`config.mk`:
```
export PLATFORM = sky130hd
export DESIGN_NAME = nearest_palette_color_search
export DESIGN_NICKNAME = d
export VERILOG_FILES = /design/src/hdl/npcs_pkg.sv /design/src/hdl/npcs_palette_mem.sv /design/src/hdl/npcs_dist_unit.sv /design/src/hdl/nearest_palette_color_search.sv
export SDC_FILE = /design/constraint.sdc
export NUM_CORES = 2
export LEC_CHECK = 0
export BUFFER_PORTS_ARGS = -buffer_cell sky130_fd_sc_hd__buf_2
export CAP_MARGIN = 20
export CELL_PAD_IN_SITES_DETAIL_PLACEMENT = 1
export CELL_PAD_IN_SITES_GLOBAL_PLACEMENT = 1
export CORE_MARGIN = 3
export CORE_UTILIZATION = 50
export DETAILED_ROUTE_END_ITERATION = 10
export PLACE_DENSITY_LB_ADDON = 0.1
export SLEW_MARGIN = 25
export SYNTH_ARGS = -nofsm -noshare
export SYNTH_HDL_FRONTEND = slang
export SYNTH_SLANG_ARGS = --single-unit
```
`constraint.sdc`:
```
create_clock -name clk -period 6.3 [get_ports clk]
set_clock_uncertainty 0.15 [all_clocks]
set_input_delay 0.315 -clock clk [delete_from_list [all_inputs] [get_ports clk]]
set_output_delay 0.315 -clock clk [all_outputs]
set_load 0.03 [all_outputs]
```
`src/hdl/npcs_pkg.sv`:
```
// shared types and constants for the nearest palette color search
`timescale 1ns / 1ps

package npcs_pkg;

    localparam int PALETTE_DEPTH = 64;
    localparam int ADDR_W        = (PALETTE_DEPTH > 1) ? $clog2(PALETTE_DEPTH) : 1;
    localparam int CNT_W         = $clog2(PALETTE_DEPTH + 1);

    localparam int CHAN_W        = 8;
    localparam int COLOR_W       = 3 * CHAN_W;
    localparam int SQ_W          = 2 * CHAN_W;
    localparam int DIST_W        = 18;
    localparam int COUNT_W       = 7;
    localparam int SLOT_W        = 6;
    localparam int CFG_DATA_W    = 18;
    localparam int CFG_IDX_W     = 1;

    localparam logic [DIST_W-1:0] LIMIT_RESET = DIST_W'(200000);

    typedef enum logic [CFG_IDX_W-1:0] {
        CFG_PALETTE_COUNT  = 1'b0,
        CFG_DISTANCE_LIMIT = 1'b1
    } npcs_cfg_reg_t;

    typedef enum logic {
        KIND_WRITE = 1'b0,
        KIND_QUERY = 1'b1
    } npcs_kind_t;

    typedef struct packed {
        logic              kind;
        logic [SLOT_W-1:0] entry_index;
        logic [CHAN_W-1:0] red;
        logic [CHAN_W-1:0] green;
        logic [CHAN_W-1:0] blue;
    } npcs_in_t;

    typedef struct packed {
        logic              found;
        logic [SLOT_W-1:0] match_index;
        logic [CHAN_W-1:0] match_red;
        logic [CHAN_W-1:0] match_green;
        logic [CHAN_W-1:0] match_blue;
    } npcs_out_t;

    typedef struct packed {
        logic [SQ_W-1:0]    sq_red;
        logic [SQ_W-1:0]    sq_green;
        logic [SQ_W-1:0]    sq_blue;
        logic [COLOR_W-1:0] color;
    } npcs_dist_t;

    typedef enum logic [2:0] {
        ST_IDLE = 3'b001,
        ST_SCAN = 3'b010,
        ST_DONE = 3'b100
    } npcs_state_t;

endpackage

```
`src/hdl/npcs_palette_mem.sv`:
```
// palette storage, one write port and one registered read port
`timescale 1ns / 1ps

module npcs_palette_mem
    import npcs_pkg::*;
(
    input  logic               clk,
    input  logic               wr_en,
    input  logic [ADDR_W-1:0]  wr_addr,
    input  logic [COLOR_W-1:0] wr_data,
    input  logic               rd_en,
    input  logic [ADDR_W-1:0]  rd_addr,
    output logic [COLOR_W-1:0] rd_data
);

    logic [COLOR_W-1:0] mem [PALETTE_DEPTH];
    logic [COLOR_W-1:0] rd_data_reg;

    always_ff @(posedge clk)
    begin
        if (wr_en)
        begin
            mem[wr_addr] <= wr_data;
        end
        if (rd_en)
        begin
            rd_data_reg <= mem[rd_addr];
        end
    end

    assign rd_data = rd_data_reg;

endmodule

```
`src/hdl/npcs_dist_unit.sv`:
```
// shared distance unit: per-channel squared differences, registered
`timescale 1ns / 1ps

module npcs_dist_unit
    import npcs_pkg::*;
(
    input  logic               clk,
    input  logic               en,
    input  logic [COLOR_W-1:0] query_color,
    input  logic [COLOR_W-1:0] entry_color,
    output npcs_dist_t         sq_out
);

    npcs_dist_t dist_reg;
    npcs_dist_t dist_next;

    function automatic logic [SQ_W-1:0] sq_diff(input logic [CHAN_W-1:0] a,
                                                input logic [CHAN_W-1:0] b);
        logic [CHAN_W-1:0] d;
        d = (a > b) ? (a - b) : (b - a);
        return SQ_W'(d) * SQ_W'(d);
    endfunction

    always_comb
    begin
        dist_next.sq_red   = sq_diff(entry_color[3*CHAN_W-1:2*CHAN_W],
                                     query_color[3*CHAN_W-1:2*CHAN_W]);
        dist_next.sq_green = sq_diff(entry_color[2*CHAN_W-1:CHAN_W],
                                     query_color[2*CHAN_W-1:CHAN_W]);
        dist_next.sq_blue  = sq_diff(entry_color[CHAN_W-1:0],
                                     query_color[CHAN_W-1:0]);
        dist_next.color    = entry_color;
    end

    always_ff @(posedge clk)
    begin
        if (en)
        begin
            dist_reg <= dist_next;
        end
    end

    assign sq_out = dist_reg;

endmodule

```
`src/hdl/nearest_palette_color_search.sv`:
```
// top level: configuration, scan sequencer, best-match tracking, result register
`timescale 1ns / 1ps

// A write item stores one palette entry. A query item scans entries
// 0 .. min(palette_count, 64) - 1 through one shared distance unit, one
// entry per cycle, behind a registered memory read and the registered
// squares; an exact match ends the scan early. The block takes no new item
// while a query runs; the result is held in an output register, and a
// finished query waits in the done state only if the previous result has
// not been taken. Entries must be written before a query reaches them.

module nearest_palette_color_search
    import npcs_pkg::*;
(
    input  logic                  clk,
    input  logic                  rst_n,
    input  logic                  in_valid,
    output logic                  in_ready,
    input  npcs_in_t              in_data,
    output logic                  out_valid,
    input  logic                  out_ready,
    output npcs_out_t             out_data,
    input  logic                  cfg_valid,
    output logic                  cfg_ready,
    input  logic [CFG_IDX_W-1:0]  cfg_index,
    input  logic [CFG_DATA_W-1:0] cfg_data
);

    npcs_state_t        state_reg, state_next;
    logic [COUNT_W-1:0] palette_count_reg;
    logic [DIST_W-1:0]  distance_limit_reg;

    logic [COLOR_W-1:0] query_reg, query_next;
    logic [CNT_W-1:0]   count_reg, count_next;
    logic [CNT_W-1:0]   issue_reg, issue_next;
    logic [DIST_W-1:0]  best_reg, best_next;
    logic               found_reg, found_next;
    logic [ADDR_W-1:0]  hit_idx_reg, hit_idx_next;
    logic [COLOR_W-1:0] hit_color_reg, hit_color_next;
    logic               v_rd_reg, v_rd_next;
    logic [ADDR_W-1:0]  idx_rd_reg, idx_rd_next;
    logic               v_sq_reg, v_sq_next;
    logic [ADDR_W-1:0]  idx_sq_reg, idx_sq_next;
    logic               out_valid_reg, out_valid_next;
    npcs_out_t          out_data_reg, out_data_next;

    logic               in_fire;
    logic               wr_en;
    logic               rd_en;
    logic [COLOR_W-1:0] rd_data;
    npcs_dist_t         sq_terms;
    logic [DIST_W-1:0]  dist_sum;
    logic [CNT_W-1:0]   count_eff;

    assign in_ready  = (state_reg == ST_IDLE);
    assign in_fire   = in_valid && in_ready;
    assign cfg_ready = 1'b1;
    assign out_valid = out_valid_reg;
    assign out_data  = out_data_reg;

    assign wr_en = in_fire && (in_data.kind == KIND_WRITE)
                   && (int'(in_data.entry_index) < PALETTE_DEPTH);
    assign rd_en = (state_reg == ST_SCAN) && (issue_reg < count_reg);

    assign count_eff = (int'(palette_count_reg) > PALETTE_DEPTH)
                       ? CNT_W'(PALETTE_DEPTH) : CNT_W'(palette_count_reg);

    assign dist_sum = DIST_W'(sq_terms.sq_red) + DIST_W'(sq_terms.sq_green)
                      + DIST_W'(sq_terms.sq_blue);

    npcs_palette_mem u_mem (
        .clk     (clk),
        .wr_en   (wr_en),
        .wr_addr (ADDR_W'(in_data.entry_index)),
        .wr_data ({in_data.red, in_data.green, in_data.blue}),
        .rd_en   (rd_en),
        .rd_addr (issue_reg[ADDR_W-1:0]),
        .rd_data (rd_data)
    );

    npcs_dist_unit u_dist (
        .clk         (clk),
        .en          (v_rd_reg),
        .query_color (query_reg),
        .entry_color (rd_data),
        .sq_out      (sq_terms)
    );

    always_comb
    begin
        state_next     = state_reg;
        query_next     = query_reg;
        count_next     = count_reg;
        issue_next     = issue_reg;
        best_next      = best_reg;
        found_next     = found_reg;
        hit_idx_next   = hit_idx_reg;
        hit_color_next = hit_color_reg;
        v_rd_next      = 1'b0;
        idx_rd_next    = idx_rd_reg;
        v_sq_next      = 1'b0;
        idx_sq_next    = idx_sq_reg;
        out_valid_next = out_valid_reg && !out_ready;
        out_data_next  = out_data_reg;

        unique case (state_reg)
            ST_IDLE:
            begin
                if (in_fire && (in_data.kind == KIND_QUERY))
                begin
                    query_next     = {in_data.red, in_data.green, in_data.blue};
                    count_next     = count_eff;
                    issue_next     = '0;
                    best_next      = distance_limit_reg;
                    found_next     = 1'b0;
                    hit_idx_next   = '0;
                    hit_color_next = '0;
                    state_next     = ST_SCAN;
                end
            end
            ST_SCAN:
            begin
                v_rd_next   = rd_en;
                idx_rd_next = issue_reg[ADDR_W-1:0];
                if (rd_en)
                begin
                    issue_next = issue_reg + 1'b1;
                end
                v_sq_next   = v_rd_reg;
                idx_sq_next = idx_rd_reg;
                if (!rd_en && !v_rd_reg && !v_sq_reg)
                begin
                    state_next = ST_DONE;
                end
                if (v_sq_reg)
                begin
                    priority if (dist_sum == '0)
                    begin
                        found_next     = 1'b1;
                        hit_idx_next   = idx_sq_reg;
                        hit_color_next = sq_terms.color;
                        v_rd_next      = 1'b0;
                        v_sq_next      = 1'b0;
                        state_next     = ST_DONE;
                    end
                    else if (dist_sum < best_reg)
                    begin
                        best_next      = dist_sum;
                        found_next     = 1'b1;
                        hit_idx_next   = idx_sq_reg;
                        hit_color_next = sq_terms.color;
                    end
                end
            end
            ST_DONE:
            begin
                if (!out_valid_reg || out_ready)
                begin
                    out_valid_next            = 1'b1;
                    out_data_next.found       = found_reg;
                    out_data_next.match_index = found_reg ? SLOT_W'(hit_idx_reg) : '0;
                    out_data_next.match_red   = found_reg
                        ? hit_color_reg[3*CHAN_W-1:2*CHAN_W] : '0;
                    out_data_next.match_green = found_reg
                        ? hit_color_reg[2*CHAN_W-1:CHAN_W] : '0;
                    out_data_next.match_blue  = found_reg
                        ? hit_color_reg[CHAN_W-1:0] : '0;
                    state_next                = ST_IDLE;
                end
            end
            default:
            begin
                state_next = ST_IDLE;
            end
        endcase
    end

    always_ff @(posedge clk or negedge rst_n)
    begin
        if (!rst_n)
        begin
            state_reg          <= ST_IDLE;
            palette_count_reg  <= '0;
            distance_limit_reg <= LIMIT_RESET;
            issue_reg          <= '0;
            count_reg          <= '0;
            v_rd_reg           <= 1'b0;
            v_sq_reg           <= 1'b0;
            out_valid_reg      <= 1'b0;
        end
        else
        begin
            state_reg     <= state_next;
            issue_reg     <= issue_next;
            count_reg     <= count_next;
            v_rd_reg      <= v_rd_next;
            v_sq_reg      <= v_sq_next;
            out_valid_reg <= out_valid_next;
            if (cfg_valid && cfg_ready)
            begin
                unique case (cfg_index)
                    CFG_PALETTE_COUNT:  palette_count_reg  <= cfg_data[COUNT_W-1:0];
                    CFG_DISTANCE_LIMIT: distance_limit_reg <= cfg_data[DIST_W-1:0];
                    default:            ;
                endcase
            end
        end
    end

    always_ff @(posedge clk)
    begin
        query_reg     <= query_next;
        best_reg      <= best_next;
        found_reg     <= found_next;
        hit_idx_reg   <= hit_idx_next;
        hit_color_reg <= hit_color_next;
        idx_rd_reg    <= idx_rd_next;
        idx_sq_reg    <= idx_sq_next;
        out_data_reg  <= out_data_next;
    end

endmodule
```
* Yosys cells after proc, flatten, opt, wreduce, memory -nomap -nowiden
Memories as Yosys holds them, arrays and structs flattened. A register that Yosys moved wholly into a read port is not among the register bits. Cells that the tools add are included.
Word-level totals: input bits 55, flip-flop bits (word level) 233, memories kept 1, logic and storage cells 121, bits in writable memories 1536
Cells by class: reduce and logical (&&, ||, !) cells 23, $lt $le $gt $ge 6, bitwise logic cells 2, add/sub/neg operators 9, muxes and demuxes 43, eq/ne operators 10, multipliers 3
Memory list:
- u_mem.mem | depth 64, width 24, read ports 1, clocked after Yosys merged registers in 1, wr ports 1, RTL line npcs_palette_mem.sv:16 | logic [COLOR_W-1:0] mem [PALETTE_DEPTH];
Operators with widths (number):
- $mux 24 | 4
- $mux 18 | 4
- $mul 8x8->16 | 3
- $pmux 24 s2 | 1
- $sub 8x8->8 | 6
- $pmux 18 s2 | 1
- $gt 8x8->1 | 3
- $mux 6 | 4
- $mux 8 | 3
- $mux 7 | 3
- $add 17x16->18 | 1
- $logic_not 18->1 | 1
- $lt 18x18->1 | 1
- $add 16x16->17 | 1
- $mux 3 | 5
- $mux 1 | 14
- $pmux 7 s2 | 1
- $pmux 6 s2 | 1
- $reduce_and 2->1 | 5
- $pmux 3 s3 | 1
- $ne 2x2->1 const B | 4
- $add 7x1->7 const B | 1
- $gt 7x7->1 const B | 1
- $logic_and 1x1->1 | 7
- other kinds (14) | 20

* Logic depth before layout (Yosys ltp)
depth in word-level cells 9, mapped depth 31, depth with buffers taken out 30

* Modules after synthesis
From an unflattened synthesis, not the netlist that was laid out.
Unflattened totals: cell total of the unflattened synthesis 4218, area total of the unflattened synthesis 76713.6 µm²
Modules (own cells, without submodules):
- npcs_palette_mem | cells an instance 2610, area each 59535.8 µm², instances 1
- npcs_dist_unit | cells an instance 981, area each 9276.4 µm², instances 1
- nearest_palette_color_search | cells an instance 627, area each 7901.3 µm², instances 1

* Least setup slack after synthesis
OpenSTA, ideal clock, no wires.
kind reg-to-reg, from register u_mem.rd_data_reg[16] (netlist: u_mem.rd_data[16]) (read register of u_mem.mem), to register u_dist.dist_reg (netlist bit u_dist.sq_out[71]), data pin, arrival time 6.525 ns, period minus slack after synthesis 6.947 ns, required time 5.879 ns, path slack -0.647 ns, stages on the path, launching flop included 28, cells stage by stage edfxtp_1 inv_1 ha_1 inv_1 fa_1 nand3_1 a21oi_1 o32ai_1 buf_2 mux2i_1 nand3_1 o211a_1 mux2i_1 or4_1 fa_1 inv_1 fa_1 fa_1 inv_1 fa_1 inv_1 ha_1 or2_2 o311a_1 o21a_1 o21a_1 o41a_1 xor2_1
RTL lines:
- start, declared | RTL line npcs_palette_mem.sv:17 | logic [COLOR_W-1:0] rd_data_reg;
- end signal, assigned | RTL line npcs_dist_unit.sv:39 | dist_reg <= dist_next;
- end, declared | RTL line npcs_dist_unit.sv:14 | npcs_dist_t dist_reg;

==> run metrics <==
Synth cell types 74; Worst-Skew Late Latency about 0.8 ns; DR iter-0 viols about 4000; kind of critical path reg2reg; clk slew on worst S/H paths 0.06 ns; Period Utilization, post-route 108%; DRC viols 0; crit path DAT ~7.1 ns; CP Launch Point u_mem.rd_data[16]; CTS Buf Count 182; EDFF count, synth ~1700; violated checks negative setup slack; max reg flops around 1500; leak pwr around 0.030 µW; post-synthesis compound-gate area fraction 1.73%; first-pass GRT wire length 283000 µm; synthesis-to-layout area growth 17.8%; XOR/XNOR share of the synthesized area less than 1%; CTS Sinks between 1500 and 2000; total negative slack -1.24 ns; DR vias/cell about 6.0; CORE AREA around 150000 µm²; Post-Syn Instances around 3800; startpoint types flip-flop; flip-flop and latch area ~54000 µm²; root buffer cell clkbuf_16; Final GP Congestion about 0.81; status finished with violations; setup violators final 7; Die ar. approximately 160000 µm²; worst vdd ir approximately 0.00056 V; largest family of logic cells by synthesized area multiplexers; Post-Synth Adder-Cell Area approximately 5.4%; most used flip-flop cell after synthesis edfxtp_1; RSZ-0062 raised after global routing true; Die Ht about 390 µm; hpwl dp about 120000 µm; PortBufs 87; Pwr Density 406 nW/µm²; initial antenna violation count 22; Finished Layout Cells around 6500; multi-input gate area in the final layout between 20000 and 25000 µm²; post-synthesis cell area 75500 µm²; routed vias a little under 40000; Synth Register Bits 1790; largest net degree at the start of global routing just under 100; Worst Path Max Fanout 6; MaxCap Viol Count 0; mux contribution to synthesized area between 10% and 20%; final hold vios 0; Worst Tran Pin Value approximately 1.1 ns; grt ovf 0; CTS max path bufs 3; CTS tree yes; wire per inst between 30 and 40 µm; Total Routing Usage GR between 20% and 30%; worst min path class in2async; f_max 0.147 GHz; Avg Cell Area, Syn between 15 and 20 µm²; Critical Path RT between 6 and 7 ns; number of global-route vias before repair between 40000 and 50000; I/O pin total 89; Seq/Total Area, Yosys about 71%; first drt pass iteration count 5; async set-reset flop share out of synthesis approximately 2.5%; commonest cells after routing, fill and taps aside edfxtp_1 (1745), mux4_2 (504), buf_4 (302); fin crit period 6.79 ns; Filler cells between 10000 and 15000; Initial Utilization between 50 and 60%; DRT Wirelength approximately 190000 µm; proportion of layout cells with a drive suffix above 1 33.5%; Final ANT Viol Nets 0; Yosys warning count 0; commonest non-fill, non-tap cell in the layout edfxtp_1; Relative slew margins between 20% and 30%; htree depth 4; post-synthesis simple-gate area fraction under 10%; DP Cell Count between 6000 and 7000; Nets between 4000 and 5000; Reg-to-Reg Start u_mem.rd_data[16]; Max Slew Vio Count 0; slack of the critical path -0.489 ns; Cell Rows roughly 140; Setup crit end kind flip-flop; die width 395 µm
==> where the power goes <==
part,switching [µW],leakage [µW],internal [µW]
Sequential,148,0.0163,13600
Clock,4480,0.00274,5820
Combinational,6000,0.0106,6100
Total,10600,0.0296,25500
==> worst paths after layout <==
kind | cells after the start | slack [ns] | end
min in group clk | 2 | 0.05 | u_mem.mem[62][23]
worst min register to register | 0 | 0.26 | idx_sq_reg[2]
worst min-delay path | 3 | 0.04 | distance_limit_reg[9]
worst max-delay path | 27 | -0.49 | u_dist.sq_out[71]
worst max register to register | 27 | -0.49 | u_dist.sq_out[71]
max in group asynchronous | 3 | 5.46 | issue_reg[0]
==> Yosys cell counts (all sizes together), types with 8 or more instances <==
master / n / area share (%)
nor2: 192 / 0.95
dfrtp: 38 / 1.3
clkbuf: 102 / 0.51
nor4: 8 / 0.075
nor3: 20 / 0.13
mux4: 504 / 15
edfxtp: 1745 / 69
o21a: 12 / 0.12
mux2i: 28 / 0.37
a31oi: 10 / 0.083
o21ai: 40 / 0.27
and2: 64 / 0.53
nand2b: 15 / 0.12
nor2b: 17 / 0.14
xor2: 23 / 0.27
mux2: 30 / 0.45
nand4: 9 / 0.075
nand3: 28 / 0.19
nand2: 91 / 0.45
a21o: 21 / 0.22
ha: 172 / 2.8
nand3b: 13 / 0.13
a21oi: 47 / 0.31
or2: 18 / 0.15
fa: 97 / 2.6
buf: 48 / 0.26
xnor2: 54 / 0.63
o21bai: 11 / 0.11
inv: 244 / 1.2
==> logic make-up after synthesis <==
logic type,Yosys count
and+or+nand+nor,501
AOI/OAI and AO/OA,193
muxes,562
xor gates and xnor gates,77
adders and majority gates,269
other,2
buffers and inverters,394
DFF,1790
==> metrics by stage <==
step           instance area (µm²)  setup slack, ns  utilization (%)  power (µW)  hold WS [ns]
3_3_place_gp                 80800           -0.432             54.3       24600         0.254
3_5_place_dp                 81400           -0.537             54.7       24700         0.259
6_report                     88900           -0.489             59.7       36100        0.0408
4_1_cts                      87900           -0.480             59.0       35600       0.00383
5_1_grt                      88900           -0.774             59.7       38300        0.0344
2_1_floorplan                75700           -0.300                -       21000        -0.131
==> layer usage <==
metal / share of wire (%) / global-route usage, % / routed length [µm]
met1: 41 / 35.6 / 78900
met2: 50 / 41.7 / 96900
met3: 7.2 / 4.00 / 14000
met4: 2.3 / 5.88 / 4380
met5: 0.058 / 0 / 113
==> final cells by class <==
class,count,share of cell area [%]
Multi-Input combinational cell,1606,24.7
Inverter,244,1.03
Tap cell,2002,2.82
Clock inverter,97,0.944
Sequential cell,1790,60.2
Timing Repair Buffer,479,4.86
Antenna cell,12,0.0338
Clock buffer,226,5.41
==> critical path, stage by stage, from the launching register on <==
cell and delay (ns):
edfxtp_1 0.38, inv_1 0.07, ha_2 0.16, inv_2 0.04, fa_2 0.34, nand3_2 0.09, a21oi_2 0.07, o32ai_4 0.15
buf_6 0.21, mux2i_4 0.28, o22ai_2 0.08, o211a_1 0.27, mux2i_4 0.23, or4_4 0.44, fa_1 0.50, inv_2 0.05
fa_1 0.46, fa_1 0.49, inv_1 0.05, fa_1 0.49, inv_2 0.05, ha_4 0.21, or2_4 0.24, o311a_4 0.13
o21a_1 0.18, o21a_1 0.18, o41a_1 0.32, xor2_1 0.17
==> what timing repair did <==
action                                  4_1_cts  5_1_grt
hold buffers                                 26        0
hold endpoints to repair                    203        0
endpoints found under the setup margin       15       18
pin swaps                                    47       55
cloned                                        0        0
setup buffers                                24       17
resized for setup                            86       95
(Power assumes the default switching activity.)
